<file path="config.mk">
export PLATFORM = sky130hd
export DESIGN_NAME = markup_tag_stripper_unit
export DESIGN_NICKNAME = d
export VERILOG_FILES = /design/src/mts_pkg.sv /design/src/mts_decode.sv /design/src/mts_burst_buf.sv /design/src/markup_tag_stripper_unit.sv
export SDC_FILE = /design/constraint.sdc
export NUM_CORES = 1
export LEC_CHECK = 0
export ABC_AREA = 1
export BUFFER_PORTS_ARGS = -buffer_cell sky130_fd_sc_hd__clkbuf_2
export CAP_MARGIN = 20
export CORE_MARGIN = 2
export CORE_UTILIZATION = 45
export CTS_BUF_LIST = sky130_fd_sc_hd__clkbuf_4 sky130_fd_sc_hd__clkbuf_8
export DETAILED_ROUTE_END_ITERATION = 10
export GPL_ROUTABILITY_DRIVEN = 0
export PLACE_DENSITY_LB_ADDON = 0.05
export SLEW_MARGIN = 10
export SYNTH_ARGS = -nofsm -noshare
export SYNTH_HDL_FRONTEND = slang
export SYNTH_SLANG_ARGS = --single-unit
</file>
<file path="constraint.sdc">
create_clock -name clk -period 7.3 [get_ports clk]
set_input_delay 0 -clock clk [delete_from_list [all_inputs] [get_ports clk]]
set_output_delay 0 -clock clk [all_outputs]
set_load 0.005 [all_outputs]
</file>
<file path="src/mts_pkg.sv">
// mts_pkg: shared types, character codes and entity prefix tables
// for the markup tag stripper; no dependencies
package mts_pkg;

  // results one input byte can cause, terminator included
  localparam int unsigned MAX_RESULTS = 6;
  localparam int unsigned IDX_W       = 3;

  // character codes
  localparam logic [7:0] CH_LT    = 8'h3C;
  localparam logic [7:0] CH_GT    = 8'h3E;
  localparam logic [7:0] CH_SEMI  = 8'h3B;
  localparam logic [7:0] CH_AMP   = 8'h26;
  localparam logic [7:0] CH_HASH  = 8'h23;
  localparam logic [7:0] CH_SPACE = 8'h20;
  localparam logic [7:0] CH_TAB   = 8'h09;
  localparam logic [7:0] CH_CR    = 8'h0D;
  localparam logic [7:0] CH_A     = 8'h61;
  localparam logic [7:0] CH_M     = 8'h6D;
  localparam logic [7:0] CH_P     = 8'h70;
  localparam logic [7:0] CH_L     = 8'h6C;
  localparam logic [7:0] CH_T     = 8'h74;
  localparam logic [7:0] CH_G     = 8'h67;
  localparam logic [7:0] CH_NUL   = 8'h00;

  // entity matcher progress
  typedef enum logic [3:0] {
    EM_IDLE = 4'd0,
    EM_AMP1 = 4'd1,  // "&"
    EM_A    = 4'd2,  // "&a"
    EM_AM   = 4'd3,  // "&am"
    EM_AMP  = 4'd4,  // "&amp"
    EM_L    = 4'd5,  // "&l"
    EM_LT   = 4'd6,  // "&lt"
    EM_G    = 4'd7,  // "&g"
    EM_GT   = 4'd8   // "&gt"
  } em_t;

  // parser state kept between bytes
  typedef struct packed {
    logic tag;
    logic sup;
    em_t  em;
    logic ns;
  } state_t;

  localparam state_t STATE_IDLE = '{tag: 1'b0, sup: 1'b0, em: EM_IDLE, ns: 1'b0};

  // results of one input byte, handed to the output serializer
  typedef struct packed {
    logic [MAX_RESULTS-1:0][7:0] bytes;
    logic [IDX_W-1:0]            count;
    logic                        term;
    logic [31:0]                 length;
  } burst_t;

  // letters matched after the '&' for each matcher state
  function automatic logic [1:0] pfx_len(em_t em);
    logic [1:0] len;
    unique case (em)
      EM_A, EM_L, EM_G:   len = 2'd1;
      EM_AM, EM_LT, EM_GT: len = 2'd2;
      EM_AMP:             len = 2'd3;
      default:            len = 2'd0;
    endcase
    return len;
  endfunction

  function automatic logic [7:0] pfx_chr(em_t em, logic [1:0] k);
    logic [7:0] ch;
    ch = CH_NUL;
    priority case (em)
      EM_A, EM_AM, EM_AMP: begin
        ch = (k == 2'd0) ? CH_A : ((k == 2'd1) ? CH_M : CH_P);
      end
      EM_L, EM_LT: begin
        ch = (k == 2'd0) ? CH_L : CH_T;
      end
      EM_G, EM_GT: begin
        ch = (k == 2'd0) ? CH_G : CH_T;
      end
      default: ch = CH_NUL;
    endcase
    return ch;
  endfunction

endpackage

</file>
<file path="src/mts_decode.sv">
// mts_decode: single-pass byte decoder, next parser state and result burst
// depends on mts_pkg
module mts_decode #(
  parameter int unsigned COUNT_WIDTH = 32
) (
  input  logic [7:0]             text_byte,
  input  logic                   last_byte,
  input  mts_pkg::state_t        state,
  input  logic [COUNT_WIDTH-1:0] count,
  output mts_pkg::state_t        state_next,
  output logic [COUNT_WIDTH-1:0] count_next,
  output mts_pkg::burst_t        burst
);

  typedef struct packed {
    logic       emit;
    logic [7:0] ch;
    logic       tag;
    logic       sup;
    logic       go_ent;
  } plain_t;

  // byte handling with no entity pending
  function automatic plain_t plain_fn(logic [7:0] c, logic tag, logic sup);
    plain_t p;
    p.emit   = 1'b0;
    p.ch     = mts_pkg::CH_SPACE;
    p.tag    = tag;
    p.sup    = sup;
    p.go_ent = 1'b0;
    if (c == mts_pkg::CH_LT) begin
      p.tag = 1'b1;
    end else if (c == mts_pkg::CH_GT) begin
      p.tag  = 1'b0;
      p.emit = !sup;
      p.sup  = 1'b1;
    end else if (tag) begin
      p.tag = 1'b1;
    end else if (c == mts_pkg::CH_AMP) begin
      p.go_ent = 1'b1;
    end else if (c == mts_pkg::CH_SPACE ||
                 (c >= mts_pkg::CH_TAB && c <= mts_pkg::CH_CR)) begin
      p.emit = !sup;
      p.sup  = 1'b1;
    end else begin
      p.emit = 1'b1;
      p.ch   = c;
      p.sup  = 1'b0;
    end
    return p;
  endfunction

  logic [COUNT_WIDTH:0]                 sum;
  logic [COUNT_WIDTH-1:0]               count_sat;
  logic [31:0]                          length_sat;
  logic [2:0]                           nchar;
  logic [mts_pkg::MAX_RESULTS-1:0][7:0] burst_bytes;
  logic [mts_pkg::IDX_W-1:0]            burst_count;

  // decode one byte into up to six results
  always_comb begin
    logic                                     tag;
    logic                                     sup;
    logic                                     ns;
    mts_pkg::em_t                             em;
    logic [mts_pkg::IDX_W-1:0]                n;
    logic [mts_pkg::MAX_RESULTS-1:0][7:0]     bytes;
    logic                                     do_plain;
    plain_t                                   pr;
    tag      = state.tag;
    sup      = state.sup;
    ns       = state.ns;
    em       = state.em;
    n        = '0;
    bytes    = '0;
    do_plain = 1'b0;
    pr       = '0;

    if (ns) begin
      // numeric entity: drop everything up to ';'
      if (text_byte == mts_pkg::CH_SEMI) begin
        bytes[n] = mts_pkg::CH_SPACE;
        n        = n + 1'b1;
        sup      = 1'b0;
        ns       = 1'b0;
      end
    end else if (em != mts_pkg::EM_IDLE) begin
      // entity matching
      if (em == mts_pkg::EM_AMP1 && text_byte == mts_pkg::CH_A) begin
        em = mts_pkg::EM_A;
      end else if (em == mts_pkg::EM_AMP1 && text_byte == mts_pkg::CH_L) begin
        em = mts_pkg::EM_L;
      end else if (em == mts_pkg::EM_AMP1 && text_byte == mts_pkg::CH_G) begin
        em = mts_pkg::EM_G;
      end else if (em == mts_pkg::EM_AMP1 && text_byte == mts_pkg::CH_HASH) begin
        em = mts_pkg::EM_IDLE;
        ns = 1'b1;
      end else if (em == mts_pkg::EM_A && text_byte == mts_pkg::CH_M) begin
        em = mts_pkg::EM_AM;
      end else if (em == mts_pkg::EM_AM && text_byte == mts_pkg::CH_P) begin
        em = mts_pkg::EM_AMP;
      end else if (em == mts_pkg::EM_L && text_byte == mts_pkg::CH_T) begin
        em = mts_pkg::EM_LT;
      end else if (em == mts_pkg::EM_G && text_byte == mts_pkg::CH_T) begin
        em = mts_pkg::EM_GT;
      end else if (text_byte == mts_pkg::CH_SEMI && em == mts_pkg::EM_AMP) begin
        bytes[n] = mts_pkg::CH_AMP;
        n        = n + 1'b1;
        sup      = 1'b0;
        em       = mts_pkg::EM_IDLE;
      end else if (text_byte == mts_pkg::CH_SEMI && em == mts_pkg::EM_LT) begin
        bytes[n] = mts_pkg::CH_LT;
        n        = n + 1'b1;
        sup      = 1'b0;
        em       = mts_pkg::EM_IDLE;
      end else if (text_byte == mts_pkg::CH_SEMI && em == mts_pkg::EM_GT) begin
        bytes[n] = mts_pkg::CH_GT;
        n        = n + 1'b1;
        sup      = 1'b0;
        em       = mts_pkg::EM_IDLE;
      end else begin
        // mismatch: replay '&' and matched letters literally
        bytes[n] = mts_pkg::CH_AMP;
        n        = n + 1'b1;
        for (int k = 0; k < 3; k++) begin
          if (2'(k) < mts_pkg::pfx_len(em)) begin
            bytes[n] = mts_pkg::pfx_chr(em, 2'(k));
            n        = n + 1'b1;
          end
        end
        sup      = 1'b0;
        em       = mts_pkg::EM_IDLE;
        do_plain = 1'b1;
      end
    end else begin
      do_plain = 1'b1;
    end

    // plain byte path
    if (do_plain) begin
      pr  = plain_fn(text_byte, tag, sup);
      tag = pr.tag;
      sup = pr.sup;
      if (pr.go_ent) begin
        em = mts_pkg::EM_AMP1;
      end
      if (pr.emit) begin
        bytes[n] = pr.ch;
        n        = n + 1'b1;
      end
    end

    // end of text: flush partial entity and open numeric entity
    if (last_byte) begin
      if (em != mts_pkg::EM_IDLE) begin
        bytes[n] = mts_pkg::CH_AMP;
        n        = n + 1'b1;
        for (int k = 0; k < 3; k++) begin
          if (2'(k) < mts_pkg::pfx_len(em)) begin
            bytes[n] = mts_pkg::pfx_chr(em, 2'(k));
            n        = n + 1'b1;
          end
        end
        em = mts_pkg::EM_IDLE;
      end
      if (ns) begin
        bytes[n] = mts_pkg::CH_SPACE;
        n        = n + 1'b1;
        ns       = 1'b0;
      end
    end

    nchar = n;
    // terminator entry carries a zero byte
    if (last_byte) begin
      bytes[n] = mts_pkg::CH_NUL;
      n        = n + 1'b1;
    end

    burst_bytes = bytes;
    burst_count = n;

    if (last_byte) begin
      state_next = mts_pkg::STATE_IDLE;
    end else begin
      state_next.tag = tag;
      state_next.sup = sup;
      state_next.em  = em;
      state_next.ns  = ns;
    end
  end

  // saturating emitted-byte count
  assign sum       = {1'b0, count} + (COUNT_WIDTH + 1)'(nchar);
  assign count_sat = sum[COUNT_WIDTH] ? '1 : sum[COUNT_WIDTH-1:0];

  generate
    if (COUNT_WIDTH > 32) begin : g_clamp
      assign length_sat = (|count_sat[COUNT_WIDTH-1:32]) ? '1 : count_sat[31:0];
    end else begin : g_extend
      assign length_sat = 32'(count_sat);
    end
  endgenerate

  assign count_next = last_byte ? '0 : count_sat;

  // burst handed to the result register
  assign burst = '{bytes: burst_bytes, count: burst_count, term: last_byte,
                   length: length_sat};

endmodule

</file>
<file path="src/mts_burst_buf.sv">
// mts_burst_buf: result register holding one byte's burst and sending it
// out one result per cycle while the receiver is ready; depends on mts_pkg
module mts_burst_buf (
  input  logic                  clk,
  input  logic                  rst,
  input  logic                  load,
  input  mts_pkg::burst_t       burst_in,
  output logic                  free,
  output logic                  result_valid,
  input  logic                  result_ready,
  output logic [7:0]            out_byte,
  output logic                  run_last,
  output logic                  end_of_text,
  output logic [31:0]           text_length
);

  mts_pkg::burst_t           held;
  logic [mts_pkg::IDX_W-1:0] idx;
  logic                      busy;
  logic                      at_end;

  assign at_end = (idx == held.count - 1'b1);
  assign free   = !busy || (result_ready && at_end);

  // burst register and read pointer
  always_ff @(posedge clk) begin
    if (rst) begin
      busy <= 1'b0;
      idx  <= '0;
    end else if (load) begin
      busy <= 1'b1;
      idx  <= '0;
    end else if (busy && result_ready) begin
      if (at_end) begin
        busy <= 1'b0;
      end else begin
        idx <= idx + 1'b1;
      end
    end
  end

  always_ff @(posedge clk) begin
    if (load) begin
      held <= burst_in;
    end
  end

  // current result
  assign result_valid = busy;
  assign out_byte     = held.bytes[idx];
  assign run_last     = at_end;
  assign end_of_text  = at_end && held.term;
  assign text_length  = (at_end && held.term) ? held.length : '0;

  // pointer stays inside the held burst
  a_idx_range: assert property (@(posedge clk) disable iff (rst)
    busy |-> (idx < held.count))
    else $error("burst pointer past end of burst");

  // a stalled result keeps its place
  a_stall_hold: assert property (@(posedge clk) disable iff (rst)
    (busy && !result_ready) |=> (busy && $stable(idx)))
    else $error("burst pointer moved during stall");

  // new burst only when the old one is done or finishing
  a_load_free: assert property (@(posedge clk) disable iff (rst)
    load |-> free)
    else $error("burst overwritten while results pending");

endmodule

</file>
<file path="src/markup_tag_stripper_unit.sv">
// markup_tag_stripper_unit: XHTML byte stream to plain text, top level
// depends on mts_pkg, mts_decode, mts_burst_buf
//
// Input channel: text_valid/text_ready carry text_byte and last_byte, one
// markup byte per transfer. Output channel: result_valid/result_ready carry
// out_byte, run_last, end_of_text and text_length, one plain-text byte per
// transfer; run_last marks the final result of an input byte and the
// terminator after the last byte carries end_of_text and the length.
// Each byte is decoded in the cycle it transfers and its results (zero to
// six) land in the burst register; the first result is offered the next
// cycle. The burst register sends one result per cycle while the receiver
// is ready; a byte with several results holds off the next byte until its
// final result is taken. text_ready stays high while the last pending
// result is taken, so one byte per cycle holds if each has at most one result.
// Reset clears the parser state, byte count, burst busy flag and pointer.
// When the receiver stalls, the current result holds and text_ready drops
// until the final result of the held burst transfers.
module markup_tag_stripper_unit #(
  parameter int unsigned COUNT_WIDTH = 32
) (
  input  logic        clk,
  input  logic        rst,
  input  logic        text_valid,
  output logic        text_ready,
  input  logic [7:0]  text_byte,
  input  logic        last_byte,
  output logic        result_valid,
  input  logic        result_ready,
  output logic [7:0]  out_byte,
  output logic        run_last,
  output logic        end_of_text,
  output logic [31:0] text_length
);

  mts_pkg::state_t        state;
  mts_pkg::state_t        state_next;
  logic [COUNT_WIDTH-1:0] count;
  logic [COUNT_WIDTH-1:0] count_next;
  mts_pkg::burst_t        burst;
  logic                   free;
  logic                   accept;

  assign text_ready = free;
  assign accept     = text_valid && free;

  // byte decoder
  mts_decode #(
    .COUNT_WIDTH(COUNT_WIDTH)
  ) u_decode (
    .text_byte (text_byte),
    .last_byte (last_byte),
    .state     (state),
    .count     (count),
    .state_next(state_next),
    .count_next(count_next),
    .burst     (burst)
  );

  // parser state and count advance on each input transfer
  always_ff @(posedge clk) begin
    if (rst) begin
      state <= mts_pkg::STATE_IDLE;
      count <= '0;
    end else if (accept) begin
      state <= state_next;
      count <= count_next;
    end
  end

  // result register and serializer
  mts_burst_buf u_burst_buf (
    .clk         (clk),
    .rst         (rst),
    .load        (accept && (burst.count != '0)),
    .burst_in    (burst),
    .free        (free),
    .result_valid(result_valid),
    .result_ready(result_ready),
    .out_byte    (out_byte),
    .run_last    (run_last),
    .end_of_text (end_of_text),
    .text_length (text_length)
  );

  // the final byte always brings the parser back to idle
  a_last_resets: assert property (@(posedge clk) disable iff (rst)
    (accept && last_byte) |=> (state == mts_pkg::STATE_IDLE && count == '0))
    else $error("state not cleared after end of text");

  // a new byte while results wait only when the last one is being taken
  a_accept_pending: assert property (@(posedge clk) disable iff (rst)
    (accept && result_valid) |-> (result_ready && run_last))
    else $error("input taken while results pending");

  // numeric skip and entity match never both active
  a_skip_excl: assert property (@(posedge clk) disable iff (rst)
    state.ns |-> (state.em == mts_pkg::EM_IDLE))
    else $error("numeric skip with entity pending");

endmodule

</file>
==> flow_summary.json, run 1 <==
{
  "status": "complete, no violations",
  "antenna_left": 0,
  "synth_cell_types": 64,
  "netlist_area_mm2": 0.00977,
  "nets": 1516,
  "ctsLongestPathBuffers": 2,
  "grt_pass1_vias": 8580,
  "synth_edf_count": 84,
  "wl_per_cell_um": 16.4,
  "tns_ns": 0,
  "coreArea_mm2": 0.0212,
  "place_area_mm2": 0.0106,
  "io_pins": 57,
  "ys_seq_elements": 127,
  "synth.top_cell.area_share": 0.258,
  "reg2reg_to": "count[31]",
  "grt_start_max_net_pins": 62,
  "cap_violations": 0,
  "row_count": 53,
  "cp-startpoint": "state[4]",
  "slowest_stage": "dfxtp_4",
  "cp_data_required_time_ns": 7.65,
  "fin_ws_ns": 0.404,
  "antenna_cells": 0,
  "syn_inst": 1399,
  "clock-sinks": 127,
  "viasPerCell": 5.36,
  "place_ws_ns": -0.172,
  "htree_levels": 4,
  "post-synth-top-area-cell": "edfxtp_1",
  "clock_latency_ns": 0.43,
  "hp-class": "in -> reg",
  "clockRootBuffer": "clkbuf_8",
  "fin_crit_ns": 6.90,
  "crit-reg2reg-launch": "state[4]",
  "antenna_found_initial": 0,
  "dieArea_mm2": 0.0229,
  "slew_viol_final": 0,
  "ys_seq_area_frac": 0.346,
  "drtPass1Iterations": 5,
  "finalCritPeriodShare": 0.945,
  "crit_arrival_ns": 7.25,
  "final_util": 0.538,
  "num_vias": 9489,
  "clk_pin_slew_worst_paths_ns": 0.08,
  "worstSetupEndpointType": "flip-flop",
  "path_class": "reg -> reg",
  "synth.avg_cell_area_um2": 6.98,
  "relSlewSlack": 0.328,
  "netlist_top_cells_count": "nand2_1, nor2_1, inv_1",
  "critical_path.max_fanout": 4,
  "grt_pass1_wl_mm": 45.2,
  "areaGrowthSynthToFinish_pct": 16.6,
  "drc_errors": 0,
  "yosysWarningCount": 0,
  "power.density_mw_per_mm2": 141,
  "die_x_um": 151,
  "syn-num-nets": 1433,
  "overflow": 0,
  "r2r_cells": 53,
  "hold_viol": 0,
  "total_power_mw": 1.60,
  "final_area_mm2": 0.0114,
  "initial_utilization": 0.462,
  "slowest_delay_ns": 0.38,
  "leakage_nw": 4.96,
  "fin_skew_ns": 0.0119,
  "port_buffers": 56,
  "ys.flop_type": "edfxtp_1",
  "dp_hpwl_mm": 22.0,
  "max_slew.worst_pin.slew_ns": 1.01,
  "wl_mm": 29.0,
  "layout-drive-gt1-share": 0.222,
  "cts-buffers-inserted": 17,
  "drt_iter0_drc": 723,
  "yosysMostFrequentCell": "nand2_1",
  "max_freq_mhz": 145,
  "fp.dieH_um": 151,
  "r2r_setup_slack_ns": 0.40,
  "synth_area_leaders": "edfxtp_1, nand2_1, dfxtp_1",
  "start_kind": "flip-flop",
  "cts_tree": "built",
  "setup_violations": 0,
  "async_reset_ff_frac": 0,
  "peakVddDrop_v": 0.000121,
  "crit_path_end": "count[31]",
  "track_usage": 0.255
}
flip-flops by register name (all words and copies together) (netlist names):
signal,cells
count,32
u_burst_buf.result_valid,1
u_burst_buf.idx,3
state,7
u_burst_buf.held,84
placed cells by master (no fill, tap or decap), drive strengths merged, types with 13 or more instances in the layout:
| master | count |
|---|---|
| a21oi | 81 |
| buf | 52 |
| clkbuf | 76 |
| dfxtp | 43 |
| edfxtp | 84 |
| ha | 20 |
| inv | 194 |
| nand2 | 339 |
| nand3 | 87 |
| nand4 | 25 |
| nor2 | 211 |
| nor3 | 31 |
| o21ai | 131 |
| or2 | 15 |
| xor2 | 13 |
timing repair:
action / CTS / global route
buffers inserted: 3 / 17
pin swaps: 6 / 29
gates resized for setup: 5 / 58
endpoints found under the hold margin: 1 / 0
setup endpoints to repair: 7 / 57
hold buffers: 1 / 0
stage by stage:
stage          hold slack (ns)  instances
6_report                 0.176       1770
5_1_grt                  0.171       1770
4_1_cts                  0.135       1752
3_5_place_dp             0.395       1716
3_3_place_gp             0.394       1716
2_1_floorplan           0.0989       1399
worst max-delay path: cells and delay by family, from the launching register on:
family	cells	cell delay (ns)
AO/OA/AOI/OAI	5	0.65
buffers and inverters	10	0.67
XOR/XNOR	1	0.13
adder cells (fa/ha/maj)	7	1.65
flip-flops	1	0.38
AND/OR/NAND/NOR	30	3.34
per-layer routing:
layer | vias up | track usage | routed length [µm]
met2 | 270 | 0.386 | 12800
li1 | 4796 | - | -
met4 | 0 | 0.0916 | 842
met5 | - | 0 | 0
met3 | 55 | 0.0413 | 1520
met1 | 4368 | 0.366 | 13900
power breakdown:
| group | total (mW) | internal (mW) | switching, mW | leakage, nW |
|---|---|---|---|---|
| registers | 0.811 | 0.802 | 0.00932 | 1.17 |
| clock network | 0.623 | 0.323 | 0.299 | 0.205 |
| logic | 0.170 | 0.0493 | 0.121 | 3.58 |
worst min path at each step:
stage / start / endpoint / cells after the start
after detailed placement: result_ready / text_ready / 4
after global placement: result_ready / text_ready / 4
after global routing: text_byte[7] / u_burst_buf.held[59] / 3
final: text_valid / state[2] / 5
after floorplan: last_byte / u_burst_buf.held[32] / 0
after CTS: text_byte[7] / u_burst_buf.held[59] / 3
kinds of logic (layout without fill, tap and decap cells):
logic type / count (synthesis) / in the layout / synth area share
DFF: 127 / 127 / 0.346
AOI/OAI and AO/OA: 272 / 272 / 0.162
and+or+nand+nor: 719 / 719 / 0.352
xor gates and xnor gates: 18 / 18 / 0.0161
adders and majority gates: 21 / 21 / 0.0277
buffers and inverters: 241 / 337 / 0.0950
muxes: 1 / 1 / 0.00102
layout make-up:
class                      instances  area [µm²]
timing repair buffer             109         713
sequential                       127        3400
clock buffer                      20         263
tap                              275         344
fill                            2172        9760
inverter                         196         752
multi-input combinational       1031        5790
clock inverter                    12         135
Note: power is estimated with default switching activity, not from simulation.
==> inputs of run 2 (changes only) <==
--- a/config.mk
+++ b/config.mk
@@ -9,7 +9,7 @@
 export BUFFER_PORTS_ARGS = -buffer_cell sky130_fd_sc_hd__clkbuf_2
 export CAP_MARGIN = 20
 export CORE_MARGIN = 2
-export CORE_UTILIZATION = 45
+export CORE_UTILIZATION = 64
 export CTS_BUF_LIST = sky130_fd_sc_hd__clkbuf_4 sky130_fd_sc_hd__clkbuf_8
 export DETAILED_ROUTE_END_ITERATION = 10
 export GPL_ROUTABILITY_DRIVEN = 0
==> constraint.sdc (replaced) <==
create_clock -name clk -period 6.5 [get_ports clk]
set_input_delay 0 -clock clk [delete_from_list [all_inputs] [get_ports clk]]
set_output_delay 0 -clock clk [all_outputs]
set_load 0.005 [all_outputs]
==> run 2 against run 1 <==
Final cell count is 0.96% higher. Worst hold slack worse by 0.074 ns. Die area decreased by 29%. Routed wire length grew 12%. The run now ends with negative setup slack left. Setup slack worse by 0.84 ns. Global-route usage rose by 11 points. Sequential power up 13%. Non-clock buffer count rose by 103. Final area rose by 8.1%. Clock skew increased by 0.0050 ns.
==> flow_summary.json, run 2 (synthesis gave the netlist of run 1 again) <==
{
  "dp_cells": 1704,
  "intPower_mw": 1.31,
  "clkPwrFrac": 0.389,
  "overflow": 0,
  "crit_buf_inv": 8,
  "critical-path-top-delay-family": "simple AND/OR/NAND/NOR gates",
  "wl_mm": 32.4,
  "final_common_cell": "nand2_1",
  "reg2reg_to": "count[31]",
  "power_frac_comb": 0.107,
  "antenna_found_initial": 0,
  "max_slew.worst_pin.slew_ns": 1.02,
  "fin_skew_ns": 0.0169,
  "p_switching_mw": 0.515,
  "fillers": 1003,
  "relSlewSlack": 0.318,
  "die_x_um": 128,
  "port_buffers": 56,
  "place_ws_ns": -0.395,
  "start_kind": "flip-flop",
  "largest-register": "u_burst_buf.held",
  "r2r_cells": 48,
  "cap_violations": 0,
  "row_count": 45,
  "cts_tree": "built",
  "critical_path_cell_count": 48,
  "worstSetupEndpointType": "flip-flop",
  "nets": 1620,
  "io_pins": 57,
  "hold_viol": 0,
  "power.density_mw_per_mm2": 148,
  "status": "complete, but fails checks",
  "wl_per_cell_um": 18.1,
  "coreArea_mm2": 0.0150,
  "layout-drive-gt1-share": 0.298,
  "final_util": 0.819,
  "fin_ws_ns": -0.432,
  "critical_path.max_fanout": 5,
  "fin_crit_ns": 6.93,
  "path_class": "reg -> reg",
  "num_vias": 10800,
  "final_cells": 1787,
  "grt_pass1_wl_mm": 47.4,
  "crit_arrival_ns": 7.24,
  "slowest_delay_ns": 0.38,
  "final_cell_mix": "nand2_1, nor2_1, inv_1, buf_4, o21ai_0",
  "dp_hpwl_mm": 21.7,
  "cp-startpoint": "state[1]",
  "peakVddDrop_v": 0.000120,
  "drtPass1Iterations": 6,
  "antenna_left": 0,
  "finalCritPeriodShare": 1.07,
  "setup_violations": 53,
  "slowest_stage": "dfxtp_4",
  "initial_utilization": 0.650,
  "ctsLongestPathBuffers": 2,
  "crit-reg2reg-launch": "state[1]",
  "cp_data_required_time_ns": 6.80,
  "switching_share": 0.282,
  "grt_pass1_vias": 9643,
  "slew_viol_final": 0,
  "grt_start_max_net_pins": 85,
  "rsz0062_at_grt": "true",
  "areaGrowthSynthToFinish_pct": 26.0,
  "viasPerCell": 6.07,
  "clock_latency_ns": 0.46,
  "fp.dieH_um": 128,
  "largest_reg_flops": 84,
  "clk_pin_slew_worst_paths_ns": 0.08,
  "drt_iter0_drc": 1532,
  "total_power_mw": 1.83,
  "htree_levels": 4,
  "max_freq_mhz": 144,
  "dieArea_mm2": 0.0163,
  "seq_power_share": 0.504,
  "clockRootBuffer": "clkbuf_8",
  "reg_top3": "u_burst_buf.held: 84 flops, count: 32 flops, state: 7 flops",
  "track_usage": 0.368,
  "r2r_setup_slack_ns": -0.43,
  "clock-sinks": 127,
  "drc_errors": 0,
  "cts-buffers-inserted": 17,
  "hp-class": "in -> reg",
  "violations": "negative setup slack",
  "crit_path_end": "count[31]",
  "leakage_nw": 5.51,
  "tns_ns": -9.96,
  "antenna_cells": 0
}
run 2: cell count changes in the layout (fill, tap and decap cells not counted), moves of 4 or more:
| cell | delta |
|---|---|
| clkinvlp_4 | +5 |
| o21ai_2 | +11 |
| nand2_4 | +4 |
| or2_2 | -10 |
| or2_4 | +10 |
| o21ai_0 | -11 |
| nand2_1 | -5 |
| nand3_2 | +8 |
| nor2_4 | +4 |
| nand3_1 | -8 |
| buf_4 | +97 |
| buf_6 | +5 |
run 2: how the worst min path moves through the flow:
stage / cells after the start / slack, ns / from / endpoint
floorplan: 0 / 0.1 / last_byte / u_burst_buf.held[32]
global placement: 4 / 0.34 / result_ready / text_ready
detailed placement: 4 / 0.34 / result_ready / text_ready
CTS: 3 / 0.11 / text_byte[7] / u_burst_buf.held[67]
global route: 3 / 0.17 / text_byte[7] / u_burst_buf.held[51]
finish: 3 / 0.10 / text_byte[7] / u_burst_buf.held[67]
run 2: layout make-up:
| class | count | area [µm²] | area share |
|---|---|---|---|
| Multi-Input combinational cell | 1031 | 6010 | 0.488 |
| Sequential cell | 127 | 3400 | 0.276 |
| Timing Repair Buffer | 212 | 1510 | 0.123 |
| Inverter | 196 | 758 | 0.0616 |
| Clock buffer | 18 | 241 | 0.0196 |
| Tap cell | 188 | 235 | 0.0191 |
| Clock inverter | 14 | 158 | 0.0128 |
| Timing Repair inverter | 1 | 7.51 | 0.000610 |
run 2: tightest hold or removal path: cells and delay by family:
kind          cells  cell delay, ns
buf+inv           1            0.11
simple gates      2            0.33
run 2: metrics by stage:
| step | area [µm²] | hold WS [ns] |
|---|---|---|
| 2_1_floorplan | 9980 | 0.0989 |
| 3_3_place_gp | 11100 | 0.337 |
| 3_5_place_dp | 11100 | 0.338 |
| 4_1_cts | 11900 | 0.114 |
| 5_1_grt | 12300 | 0.169 |
| 6_report | 12300 | 0.102 |
run 2: timing repair:
action | CTS | global route
hold buffers | 1 | 0
hold endpoints to repair | 2 | 0
pin swaps | 19 | 35
resized for setup | 43 | 77
buffers inserted | 30 | 19
endpoints found under the setup margin | 38 | 64
cloned | 0 | 2
run 2: per-layer routing:
layer / track usage / up-vias / wire length (µm)
met4: 0.167 / 0 / 1900
met2: 0.612 / 760 / 15000
met5: 0 / - / 0
met1: 0.461 / 4906 / 12300
li1: - / 5011 / -
met3: 0.0808 / 172 / 3300
run 2: power by group through the flow:
| stage | clock (mW) | combinational, mW | sequential, mW |
|---|---|---|---|
| floorplan | 0 | 0.122 | 0.930 |
| global placement | 0 | 0.179 | 0.937 |
| detailed placement | 0 | 0.183 | 0.938 |
| CTS | 0.694 | 0.187 | 0.919 |
| global route | 0.738 | 0.211 | 0.922 |
| finish | 0.710 | 0.196 | 0.919 |
